File: src/hpt4_pkg.sv
// ----------------------------------------------------------------------------
// hpt4_pkg
// Widths, register codes and payload types of the point transform core.
// ----------------------------------------------------------------------------
`default_nettype none

package hpt4_pkg;

    localparam int NCOMP      = 4;
    localparam int COEF_W     = 16;
    localparam int ROW_W      = NCOMP * COEF_W;
    localparam int PT_W       = 32;
    localparam int FRAC       = 12;
    localparam int PROD_W     = COEF_W + PT_W;
    localparam int PAIR_W     = PROD_W + 1;
    localparam int SUM_W      = PROD_W + 2;
    localparam int SH_W       = SUM_W - FRAC;
    localparam int CFG_ADDR_W = 3;

    localparam logic [CFG_ADDR_W-1:0] REG_ROW0 = 3'd0;
    localparam logic [CFG_ADDR_W-1:0] REG_ROW1 = 3'd1;
    localparam logic [CFG_ADDR_W-1:0] REG_ROW2 = 3'd2;
    localparam logic [CFG_ADDR_W-1:0] REG_ROW3 = 3'd3;

    // identity matrix, 1.0 in Q4.12 on the diagonal
    localparam logic [ROW_W-1:0] ROW0_RESET = 64'h0000_0000_0000_1000;
    localparam logic [ROW_W-1:0] ROW1_RESET = 64'h0000_0000_1000_0000;
    localparam logic [ROW_W-1:0] ROW2_RESET = 64'h0000_1000_0000_0000;
    localparam logic [ROW_W-1:0] ROW3_RESET = 64'h1000_0000_0000_0000;

    localparam logic [PT_W-1:0] PT_MAX = 32'h7FFF_FFFF;
    localparam logic [PT_W-1:0] PT_MIN = 32'h8000_0000;

    typedef logic [NCOMP-1:0][ROW_W-1:0]            t_matrix;
    typedef logic [NCOMP-1:0][PT_W-1:0]             t_point;
    typedef logic [NCOMP-1:0][NCOMP-1:0][PROD_W-1:0] t_prods;
    typedef logic [NCOMP-1:0][SUM_W-1:0]            t_sums;

endpackage

`default_nettype wire

File: src/hpt4_acc_stage.sv
// ----------------------------------------------------------------------------
// hpt4_acc_stage
// Two registered adder levels: pairwise sums, then the row totals.
// ----------------------------------------------------------------------------
`default_nettype none

module hpt4_acc_stage
    import hpt4_pkg::*;
(
    input  wire logic   i_clk,
    input  wire logic   i_rst_n,
    input  wire t_prods i_prods,
    input  wire logic   i_valid,
    output logic        o_ready,
    output logic        o_valid,
    input  wire logic   i_ready,
    output t_sums       o_sums
);

    logic [NCOMP-1:0][1:0][PAIR_W-1:0] n_pair;
    logic [NCOMP-1:0][1:0][PAIR_W-1:0] r_pair;
    t_sums                             n_sum;
    t_sums                             r_sum;
    logic                              r_pair_valid;
    logic                              r_sum_valid;
    logic                              w_sum_ready;

    always_comb begin
        for (int i = 0; i < NCOMP; i++) begin
            for (int k = 0; k < 2; k++) begin
                n_pair[i][k] = PAIR_W'($signed(i_prods[i][2*k]))
                             + PAIR_W'($signed(i_prods[i][2*k+1]));
            end
            n_sum[i] = SUM_W'($signed(r_pair[i][0])) + SUM_W'($signed(r_pair[i][1]));
        end
    end

    assign w_sum_ready = !r_sum_valid || i_ready;
    assign o_ready     = !r_pair_valid || w_sum_ready;

    always_ff @(posedge i_clk) begin
        if (!i_rst_n) begin
            r_pair_valid <= 1'b0;
            r_sum_valid  <= 1'b0;
        end else begin
            if (o_ready) begin
                r_pair_valid <= i_valid;
            end
            if (w_sum_ready) begin
                r_sum_valid <= r_pair_valid;
            end
        end
    end

    always_ff @(posedge i_clk) begin
        if (o_ready && i_valid) begin
            r_pair <= n_pair;
        end
        if (w_sum_ready && r_pair_valid) begin
            r_sum <= n_sum;
        end
    end

    assign o_valid = r_sum_valid;
    assign o_sums  = r_sum;

endmodule

`default_nettype wire

File: config.mk
export PLATFORM = sky130hd
export DESIGN_NAME = hpt4_acc_stage
export DESIGN_NICKNAME = d
export VERILOG_FILES = /design/src/hpt4_pkg.sv /design/src/hpt4_acc_stage.sv
export SDC_FILE = /design/constraint.sdc
export NUM_CORES = 2
export LEC_CHECK = 0
export BUFFER_PORTS_ARGS = -buffer_cell sky130_fd_sc_hd__buf_2
export CORE_AREA = 2 2 377 379
export CTS_BUF_LIST = sky130_fd_sc_hd__clkbuf_8 sky130_fd_sc_hd__clkbuf_16
export DETAILED_ROUTE_END_ITERATION = 8
export DIE_AREA = 0 0 379 381
export HOLD_SLACK_MARGIN = 0.05
export SLEW_MARGIN = 20
export SYNTH_ARGS = -nofsm -noshare
export SYNTH_HDL_FRONTEND = slang
export SYNTH_SLANG_ARGS = --single-unit
File: constraint.sdc
create_clock -name i_clk -period 13.7 [get_ports i_clk]
set_clock_uncertainty 0.15 [all_clocks]
set_input_delay 2.74 -clock i_clk [delete_from_list [all_inputs] [get_ports i_clk]]
set_output_delay 2.74 -clock i_clk [all_outputs]
set_load 0.1 [all_outputs]
## Word level (Yosys, flattened, before mapping)

Index checks and enable logic that the tools add are counted.

| operators by class | value |
|---|---|
| add/sub/neg operators | 12 |
| reduce and logical (&&, ||, !) cells | 6 |

Operators with widths:

| operator | count |
|---|---|
| 48-bit by 48-bit adder with 49-bit output | 8 |
| 49-bit by 49-bit adder with 50-bit output | 4 |
| 1-bit logical AND | 2 |
| 1-bit zero test | 2 |
| 1-bit logical OR | 2 |

| word-level totals | value |
|---|---|
| input port bits | 772 |
| logic and storage cells | 32 |
| flip-flop bits (word level) | 594 |
| output and inout port bits | 202 |

## Depth between registers and ports, before layout

| depth | value |
|---|---|
| depth in word-level cells | 4 |
| mapped depth | 13 |
| mapped depth without buffers | 13 |

## Least setup slack after synthesis

OpenSTA, ideal clock, no wires.

| timing path | value |
|---|---|
| path type | input-to-reg |
| from | input port i_ready |
| to | register r_pair[0] (netlist bit), enable pin |
| stages | 3 |
| required time | 12747 ps |
| slack | 333 ps |
| data arrival time | 12414 ps |
| path through | nor2b_1 > nand2_1 > and2_1 |

| on the way | value |
|---|---|
| longest elaborated chain between the ends | 3 |

RTL lines:

| what | RTL line | source |
|---|---|---|
| start: declaration | hpt4_acc_stage.sv:16 | `input wire logic i_ready,` |
| 1-bit logical OR | hpt4_acc_stage.sv:38 | `assign w_sum_ready = !r_sum_valid \|\| i_ready;` |
| 1-bit logical OR | hpt4_acc_stage.sv:39 | `assign o_ready = !r_pair_valid \|\| w_sum_ready;` |
| via o_ready | hpt4_acc_stage.sv:14 | `output logic o_ready,` |
| 1-bit logical AND | hpt4_acc_stage.sv:56 | `if (o_ready && i_valid) begin` |
| end signal: assignment | hpt4_acc_stage.sv:57 | `r_pair <= n_pair;` |
| end: declaration | hpt4_acc_stage.sv:21 | `logic [NCOMP-1:0][1:0][PAIR_W-1:0] r_pair;` |

The timed path passes the listed nets, and every way through them passes these cells.
A chain may end at the register's enable or synchronous reset.

## Worst setup path in the final report

| timing path | value |
|---|---|
| from | input port i_ready |
| to | output port o_ready |

| on the way | value |
|---|---|
| longest elaborated chain between the ends | 2 |

RTL lines:

| what | RTL line |
|---|---|
| 1-bit logical OR | hpt4_acc_stage.sv:38 |
| 1-bit logical OR | hpt4_acc_stage.sv:39 |
| end: declaration | hpt4_acc_stage.sv:14 |

No other way between the ends.

==> results.cfg <==
[run_status]
status = finished, final reports clean

[synth]
synth_edf_count = 592
synth_top_cells_by_count = a21oi_1 (602), edfxtp_1 (592), ha_1 (580), nand2_1 (381), a21o_1 (364)
async_flop_share = 0
netlist_area_um2 = 48800
synth.most_common_cell = a21oi_1
ys.flop_type = edfxtp_1
synthesis.nets = 6407
synth.avg_cell_area_um2 = 9.68
seq_area_frac_synth = 0.365
yosys_warnings = 0
syn_inst = 5043
yosys.area.top_type_share = 0.364
yosys.area.top_type = edfxtp_1
synthDistinctLibCells = 96
synth.area.top_cells = edfxtp_1 (36%), ha_1 (15%), a21oi_1 (6.2%)
ys_ff_latch = 594

[timing]
fin_crit_ps = 6460
timing.final.ws_setup_ps = 7240
hold_violations = 0
setup_tns_ps = 0
setup_viol = 0
clock.fmax_mhz = 155
rsz0062_at_grt = no
slew_viol_final = 0
slew_headroom = 0.324
finalCritPeriodShare = 0.471
tightest_slew_ps = 1010

[critical_path]
setup.worst_path.end_class = primary output
cp.required_ps = 10810
worstReg2RegEnd = o_sums[194]
worstReg2RegStart = r_pair[294]
start_kind = input pin
path_class = input pin to primary output
cp_max_fo = 4
r2r_setup_slack_ps = 9420
cp.arrival_ps = 3570
rr_worst_depth = 13

[global_route]
grt_max_degree = 138
grt_pass1_wl_um = 259000
antenna_found_initial = 44
track_usage = 0.237
grt_pass1_vias = 42716
grt_overflow = 0

[clock_network]
post_cts_buffers = 0
htreeDepth = 3
cts_buffers = 74
cts-hold-fix-buffers = 0
clk_pin_slew_ps = 60
cts.sinks = 594
tritoncts = yes
clock_latency_ps = 660
cts_root_buf = clkbuf_16
clk_path_buf_depth = 3
cts_resized = 0

[place]
preCtsSetupSlack_ps = 6810
place.gp.congestion = 0.963
port_buffers = 973
hpwl_um = 151000
place_area_um2 = 55600

[finish]
fillers = 14062
utilization = 0.414
drive_gt1_frac = 0.193
design_area_um2 = 58200
final_nets = 7322
syn2layout_area_growth_pct = 19.1

[floorplan]
io_pins = 974
dieWidth_um = 379
die_h_um = 381
fp.dieArea_um2 = 144000
start_util = 0.347
core_region_area_um2 = 141000
rows = 138

[routing]
vias = 43575
drt_wl_total_um = 179000
wl_per_cell_um = 22.5
ant_nets = 0
vias_per_cell = 5.50
dr.pass1.iters = 5
drc = 0
drt_iter0_drc = 2770

[pwr]
power.leakage_nw = 25.5
powerDensity_nw_per_um2 = 143
max-vdd-ir-drop_mv = 0.104

[min_path]
min_to = o_valid
min_path_type = flop to flop
hold_start = r_pair_valid
hold_depth = 1

[flow_run]
maxCapViolCount = 0
## registers in the layout (all words and copies together), names as in the netlist
name / flops
o_valid: 1
r_pair: 392
r_pair_valid: 1
o_sums: 200
## critical path: stages
cell     delay [ps]
buf_2            90
nor2b_1         300
nand2_1         120
buf_2           310
## worst max-delay path by stage
| stage | slack (ps) | end | from |
|---|---|---|---|
| 2_1_floorplan | 330 | r_pair[0] | i_ready |
| 3_3_place_gp | 6830 | r_pair[191] | i_prods[288] |
| 3_5_place_dp | 6810 | r_pair[191] | i_prods[288] |
| 4_1_cts | 7240 | o_ready | i_ready |
| 5_1_grt | 7180 | o_ready | i_ready |
| 6_report | 7240 | o_ready | i_ready |
## cell usage in the layout (no fill, tap or decap), drive strengths merged, types with 63 or more instances in the layout
cell and instances:
xnor2 330, xor2 206, nand2 381, o21bai 85, a31oi 91, nor2 259
buf 984, clkbuf 80, nand4 108, inv 149, a21oi 607, edfxtp 592
ha 580, o21a 63, a21o 364, o21ai 314, nand3 112, nor2b 81
## where the power goes
| part | leakage [nW] | total, mW | switching, mW | internal, mW |
|---|---|---|---|---|
| clock network | 1.23 | 2.02 | 0.834 | 1.18 |
| registers | 5.72 | 2.60 | 0.143 | 2.46 |
| logic | 18.5 | 3.72 | 2.51 | 1.21 |
## per-stage QoR
step | hold WS (ps) | power, mW | std cells
6_report | 366 | 8.34 | 7927
2_1_floorplan | 327 | 5.34 | 5043
5_1_grt | 397 | 8.77 | 7923
3_3_place_gp | 348 | 6.31 | 7772
3_5_place_dp | 361 | 6.32 | 7772
4_1_cts | 358 | 8.38 | 7908
## cell type report
class	instances	area, um2	area share
antenna	19	47.5	0.000818
sequential	594	17800	0.306
tap	1890	2360	0.0407
clock buffer	80	1980	0.0340
inverter	133	499	0.00858
multi-input combinational	4171	30000	0.515
clock inverter	56	507	0.00871
timing repair buffer	984	4980	0.0856
## routing by layer
metal  up-vias  wire length [um]  part of all wire  GRT usage
li1      21017                 -                 -          -
met1     20623             74400              0.42      0.295
met2      1603             84200              0.47      0.397
met3       310             10900             0.061     0.0398
met4        22              8800             0.049      0.117
met5         -               141           0.00079          0
## cells by family (layout without fill, tap and decap cells)
| group | after synthesis | in the layout | synth area share |
|---|---|---|---|
| buffers and inverters | 278 | 1253 | 0.0215 |
| xor gates and xnor gates | 536 | 536 | 0.0962 |
| other | 0 | 19 | 0 |
| adders and majority gates | 592 | 592 | 0.154 |
| and+or+nand+nor | 1190 | 1190 | 0.118 |
| AOI/OAI and AO/OA | 1852 | 1852 | 0.245 |
| muxes | 1 | 1 | 0.000205 |
| DFF | 594 | 594 | 0.365 |
Power figures use the tool's default switching activity.
