===== src/hpt4_pkg.sv =====
// ----------------------------------------------------------------------------
// hpt4_pkg
// Widths, register codes and payload types of the point transform core.
// ----------------------------------------------------------------------------
`default_nettype none

package hpt4_pkg;

    localparam int NCOMP      = 4;
    localparam int COEF_W     = 16;
    localparam int ROW_W      = NCOMP * COEF_W;
    localparam int PT_W       = 32;
    localparam int FRAC       = 12;
    localparam int PROD_W     = COEF_W + PT_W;
    localparam int PAIR_W     = PROD_W + 1;
    localparam int SUM_W      = PROD_W + 2;
    localparam int SH_W       = SUM_W - FRAC;
    localparam int CFG_ADDR_W = 3;

    localparam logic [CFG_ADDR_W-1:0] REG_ROW0 = 3'd0;
    localparam logic [CFG_ADDR_W-1:0] REG_ROW1 = 3'd1;
    localparam logic [CFG_ADDR_W-1:0] REG_ROW2 = 3'd2;
    localparam logic [CFG_ADDR_W-1:0] REG_ROW3 = 3'd3;

    // identity matrix, 1.0 in Q4.12 on the diagonal
    localparam logic [ROW_W-1:0] ROW0_RESET = 64'h0000_0000_0000_1000;
    localparam logic [ROW_W-1:0] ROW1_RESET = 64'h0000_0000_1000_0000;
    localparam logic [ROW_W-1:0] ROW2_RESET = 64'h0000_1000_0000_0000;
    localparam logic [ROW_W-1:0] ROW3_RESET = 64'h1000_0000_0000_0000;

    localparam logic [PT_W-1:0] PT_MAX = 32'h7FFF_FFFF;
    localparam logic [PT_W-1:0] PT_MIN = 32'h8000_0000;

    typedef logic [NCOMP-1:0][ROW_W-1:0]            t_matrix;
    typedef logic [NCOMP-1:0][PT_W-1:0]             t_point;
    typedef logic [NCOMP-1:0][NCOMP-1:0][PROD_W-1:0] t_prods;
    typedef logic [NCOMP-1:0][SUM_W-1:0]            t_sums;

endpackage

`default_nettype wire


===== src/hpt4_sat_stage.sv =====
// ----------------------------------------------------------------------------
// hpt4_sat_stage
// Drop the fraction bits, clip each total to 32 bits, hold the result beat.
// ----------------------------------------------------------------------------
`default_nettype none

module hpt4_sat_stage
    import hpt4_pkg::*;
(
    input  wire logic  i_clk,
    input  wire logic  i_rst_n,
    input  wire t_sums i_sums,
    input  wire logic  i_valid,
    output logic       o_ready,
    output logic       o_valid,
    input  wire logic  i_stall,
    output t_point     o_point,
    output logic       o_saturated
);

    t_point           n_point;
    logic             n_sat;
    t_point           r_point;
    logic             r_sat;
    logic             r_valid;
    logic [SH_W-1:0]  w_sh [NCOMP];
    logic [NCOMP-1:0] w_over;
    logic [NCOMP-1:0] w_under;

    always_comb begin
        for (int i = 0; i < NCOMP; i++) begin
            // arithmetic shift is just the upper bits of the total
            w_sh[i]    = i_sums[i][SUM_W-1:FRAC];
            w_over[i]  = !w_sh[i][SH_W-1] && (|w_sh[i][SH_W-2:PT_W-1]);
            w_under[i] = w_sh[i][SH_W-1] && !(&w_sh[i][SH_W-2:PT_W-1]);
            if (w_over[i]) begin
                n_point[i] = PT_MAX;
            end else if (w_under[i]) begin
                n_point[i] = PT_MIN;
            end else begin
                n_point[i] = w_sh[i][PT_W-1:0];
            end
        end
        n_sat = |(w_over | w_under);
    end

    assign o_ready = !r_valid || !i_stall;

    always_ff @(posedge i_clk) begin
        if (!i_rst_n) begin
            r_valid <= 1'b0;
        end else if (o_ready) begin
            r_valid <= i_valid;
        end
    end

    always_ff @(posedge i_clk) begin
        if (o_ready && i_valid) begin
            r_point <= n_point;
            r_sat   <= n_sat;
        end
    end

    assign o_valid     = r_valid;
    assign o_point     = r_point;
    assign o_saturated = r_sat;

endmodule

`default_nettype wire


===== config.mk =====
export PLATFORM = sky130hd
export DESIGN_NAME = hpt4_sat_stage
export DESIGN_NICKNAME = d
export VERILOG_FILES = /design/src/hpt4_pkg.sv /design/src/hpt4_sat_stage.sv
export SDC_FILE = /design/constraint.sdc
export NUM_CORES = 1
export LEC_CHECK = 0
export BUFFER_PORTS_ARGS = -buffer_cell sky130_fd_sc_hd__buf_4
export CAP_MARGIN = 20
export CORE_ASPECT_RATIO = 0.5
export CORE_MARGIN = 2
export CORE_UTILIZATION = 42
export CTS_CLUSTER_SIZE = 25
export DETAILED_ROUTE_END_ITERATION = 8
export GPL_ROUTABILITY_DRIVEN = 0
export PLACE_DENSITY = 0.88
export SLEW_MARGIN = 20
export SYNTH_ARGS = -nofsm -noshare
export SYNTH_HDL_FRONTEND = slang
export SYNTH_SLANG_ARGS = --single-unit

===== constraint.sdc =====
create_clock -name i_clk -period 4.9 [get_ports i_clk]
set_input_delay 0.245 -clock i_clk [delete_from_list [all_inputs] [get_ports i_clk]]
set_output_delay 0.245 -clock i_clk [all_outputs]
set_load 0.05 [all_outputs]

# Yosys cells after proc, flatten, opt, wreduce, memory -nomap -nowiden
# Index checks and enable logic that the tools add are counted.
dict set report totals {
  regBits 130
  latchBits 0
  ram_bits 0
  mem_bits_ro 0
  inputBits 204
  output_inout_bits 131
  elab_cells 40
  n_memories 0
}
dict set report classes {
  add_sub_neg 0
  mul 0
  div 0
  magnitude_cmp 0
  n_eq_ne 0
  n_shift 0
  mux 4
  n_bitwise 1
  reduce_logical 29
}
# cell count
set ops {}
lappend ops {{$mux W32} 4}
lappend ops {{$reduce_and A6 Y1} 4}
lappend ops {{$reduce_or A6 Y1} 4}
lappend ops {{$logic_not A1 Y1} 10}
lappend ops {{$logic_and A1 B1 Y1} 9}
lappend ops {{$or A4 B4 Y4} 1}
lappend ops {{$reduce_or A4 Y1} 1}
lappend ops {{$logic_or A1 B1 Y1} 1}

# Depth between registers and ports, before layout
dict set report logic_depth {
  word_depth 5
  depth_mapped 4
  ltp_nobuf 4
}

# Least setup slack after synthesis
# No wires, ideal clock.
dict set report synth_path {
  path_kind {register to register}
  start {reg r_valid, in the netlist o_valid}
  end {reg r_point (netlist bit o_point[0]), enable pin}
  setup_time_ns 0.503
  arrival_ns 3.963
  required_time_ns 4.397
  slack_ns 0.434
  path_stages_with_launch 3
  path_buffers 0
  synth_period_minus_slack_ns 4.466
  path_cell_list {dfxtp_1 nand2_1 and2_1}
}
dict set report synth_via {
  elab_chain_len 3
}
# element line
set synth_lines {}
lappend synth_lines {{start: declaration} hpt4_sat_stage.sv:25} ;# logic r_valid;
lappend synth_lines {{start signal: assignment} hpt4_sat_stage.sv:53} ;# r_valid <= i_valid;
lappend synth_lines {{$logic_not A1 Y1} hpt4_sat_stage.sv:47} ;# assign o_ready = !r_valid || !i_stall;
lappend synth_lines {{$logic_or A1 B1 Y1} hpt4_sat_stage.sv:47}
lappend synth_lines {{named net o_ready} hpt4_sat_stage.sv:14} ;# output logic o_ready,
lappend synth_lines {{$logic_and A1 B1 Y1} hpt4_sat_stage.sv:58} ;# if (o_ready && i_valid) begin
lappend synth_lines {{end signal: assignment} hpt4_sat_stage.sv:59} ;# r_point <= n_point;
lappend synth_lines {{end: declaration} hpt4_sat_stage.sv:23} ;# t_point r_point;
# The timed path passes the listed nets, and every way through them passes these cells.
# A chain may end at the register's enable or synchronous reset.

# Worst setup path after layout
dict set report layout_path {
  start {reg r_valid, in the netlist o_valid}
  end {reg r_point (netlist bit o_point[53]), enable pin}
}
dict set report layout_via {
  elab_chain_len 3
}
# element line
set layout_lines {}
lappend layout_lines {{$logic_not A1 Y1} hpt4_sat_stage.sv:47}
lappend layout_lines {{$logic_or A1 B1 Y1} hpt4_sat_stage.sv:47}
lappend layout_lines {{$logic_and A1 B1 Y1} hpt4_sat_stage.sv:58}
# Every way passes these cells.

==> metrics.cfg <==
[global_routing]
grt_pass1_vias=3821
grt_pass1_wl_mm=20.2
grt_usage_pct=20.5
grt_max_degree=45
antenna_found_initial=0
grt_overflow_total=0

[power_and_ir_drop]
power.internal_uw=2370
seq_power_share_pct=41.2
switching_share_pct=26.5
p_sw_uw=856
powerDensity_nw_per_um2=399
share_comb_of_total_power_pct=18.1
vdd_drop_max_uv=272
power_leakage_uw=0.00370
clkPwrFrac_pct=40.6

[placement]
dpl.cell_count=746
postPlaceCellArea_um2=7470
numPortBuffers=286
dp_hpwl_mm=10.4
dp_worst_setup_slack_ns=2.90

[critical_path]
r2r_cells=3
cp-end-kind=flop
cp_max_fo=44
crit_type=reg -> reg
arrival_ns=1.93
critical_path_required_ns=4.93
cp-start-kind=flop

[floorplanning]
rows=28
die-area_um2=13300
die_y_um=82.4
core-area_um2=11900
die_width_um=161
start_util_pct=43.4
top_level_ports=335

[timing]
fmaxAchievable_mhz=525
rsz0062_at_grt=false
worstMarginPinSlew_ns=0.802
period_minus_slack_ns=1.90
hold_slack_ns=0.0616
finalClockSkew_ns=0.00930
slew_headroom_pct=46.3
finalWorstSetupSlack_ns=3.00
setup_viol=0
finalHoldViolCount=0
fin_crit_sh_pct=38.9
slew_violations=0
tns_ns=0

[final_layout]
num-fill-cells=880
final_nets=804
antenna_cells=0
drive_gt1_share_pct=56.1
syn_to_final_growth_pct=56.7
instances_no_fill=778
finalInstanceArea_um2=8090

[clock_network]
post-cts-setup-buffer-count=0
cts_root_buf=clkbuf_16
clkSinkCount=130
cts_buffers=17
cts_tree=built
clk_pin_slew_ns=0.06
cts_resized=0
clk_path_buf_depth=2
clock_latency_ns=0.40
htree_num_levels=4
holdBufCountCts=0

[route]
drc_errors=0
drt_wl_total_mm=14.4
ant_nets=0
drt_pass1_iterations=4
vias_per_cell=4.98
routedWlPerCell_um=18.4
via_count=3872
first_iter_violations=280

[synth]
synthCells=314
syn_nets=518
syn_area_per_cell_um2=16.4
ys_ff_latch=130
synth_top_cell_area_share_pct=75.0
yosysUniqueCellTypes=17
synth_area_leaders=edfxtp_1 (75%), a21o_1 (17%), buf_2 (2.0%)
yosys_warnings=0
ys_seq_area_share_pct=75.4
syn_area_um2=5160
yosysTopAreaCell=edfxtp_1

[hold_path]
min_path_type=in -> reg
holdPathStages=1

[status]
run_status=finished, final reports clean

[job]
maxCapViolCount=0

final timing paths:
path | end | slack [ns] | start
max | o_point[53]$_SDFFCE_PP1P_ | 3.00 | o_valid$_SDFFE_PN0N_
min reg2reg | o_valid$_SDFFE_PN0N_ | 0.57 | o_valid$_SDFFE_PN0N_
min | o_point[63]$_SDFFCE_PP0P_ | 0.06 | i_sums[99]
max reg2reg | o_point[53]$_SDFFCE_PP1P_ | 3.00 | o_valid$_SDFFE_PN0N_
layer usage:
metal | GRT usage (%) | wire length (um)
met1 | 22.1 | 5290
met2 | 40.6 | 8180
met3 | 4.40 | 608
met4 | 8.04 | 278
met5 | 0 | 0
cell usage in the layout (no fill, tap or decap):
| cell type | instances |
|---|---|
| nor2_1 | 5 |
| nand2_1 | 5 |
| clkinv_4 | 4 |
| a21oi_2 | 4 |
| clkbuf_16 | 17 |
| clkbuf_1 | 1 |
| nor4_1 | 4 |
| buf_4 | 294 |
| clkinv_1 | 1 |
| nand4_1 | 5 |
| o21ai_2 | 3 |
| edfxtp_1 | 129 |
| buf_6 | 1 |
| nor4b_2 | 1 |
| a21o_1 | 115 |
| o21a_1 | 1 |
| and2_4 | 1 |
| a21oi_1 | 1 |
| dfxtp_1 | 1 |
| a21o_2 | 9 |
| bufinv_16 | 4 |
| clkinv_2 | 3 |
| o21ai_4 | 1 |
| nor2b_1 | 1 |
| clkinvlp_4 | 2 |
cells in the mapped netlist:
cell	instances
nor2_1	5
o21a_1	1
nand2_1	5
buf_2	21
o21ai_1	4
nand4_1	5
clkbuf_1	4
nor4b_2	1
a21o_1	115
a21o_2	9
a21oi_1	5
nor2b_1	1
nor4_1	4
dfxtp_1	1
and2_1	1
edfxtp_1	129
buf_6	3
through the flow:
| stage | utilization (%) | total power (uW) |
|---|---|---|
| floorplan | - | 1710 |
| global placement | 62.6 | 1920 |
| detailed placement | 62.8 | 1940 |
| CTS | 67.9 | 3250 |
| global route | 67.9 | 3320 |
| finish | 67.9 | 3230 |
critical path, cell delays in order (launching register included):
cell,delay [ns]
dfxtp_1,0.32
nand2_1,0.08
and2_4,0.53
buf_4,0.59
state kept, by name, indices dropped and copies added (netlist names):
register / cells
o_saturated: 1
o_point: 128
o_valid: 1
cells by family (layout without fill, tap and decap cells):
logic type | Yosys count | in the layout | share of synthesized area (%)
AOI/OAI and AO/OA | 134 | 134 | 19.3
DFF | 130 | 130 | 75.4
buffers and inverters | 28 | 327 | 2.98
and+or+nand+nor | 22 | 22 | 2.35
power by group through the flow:
stage          Clock [uW]  Combinational (uW)  Sequential [uW]
5_1_grt              1380                 610             1340
6_report             1310                 585             1330
3_5_place_dp            0                 585             1350
4_1_cts              1330                 587             1330
2_1_floorplan           0                 112             1600
3_3_place_gp            0                 571             1350
cell type report:
cell class / count / area (um^2) / area share [%]
Tap cell: 165 / 206 / 2.55
Sequential cell: 130 / 3890 / 48.1
Clock inverter: 14 / 189 / 2.33
Multi-Input combinational cell: 156 / 1160 / 14.3
Timing Repair Buffer: 295 / 2220 / 27.4
Clock buffer: 18 / 429 / 5.30
Power figures use the tool's default switching activity.
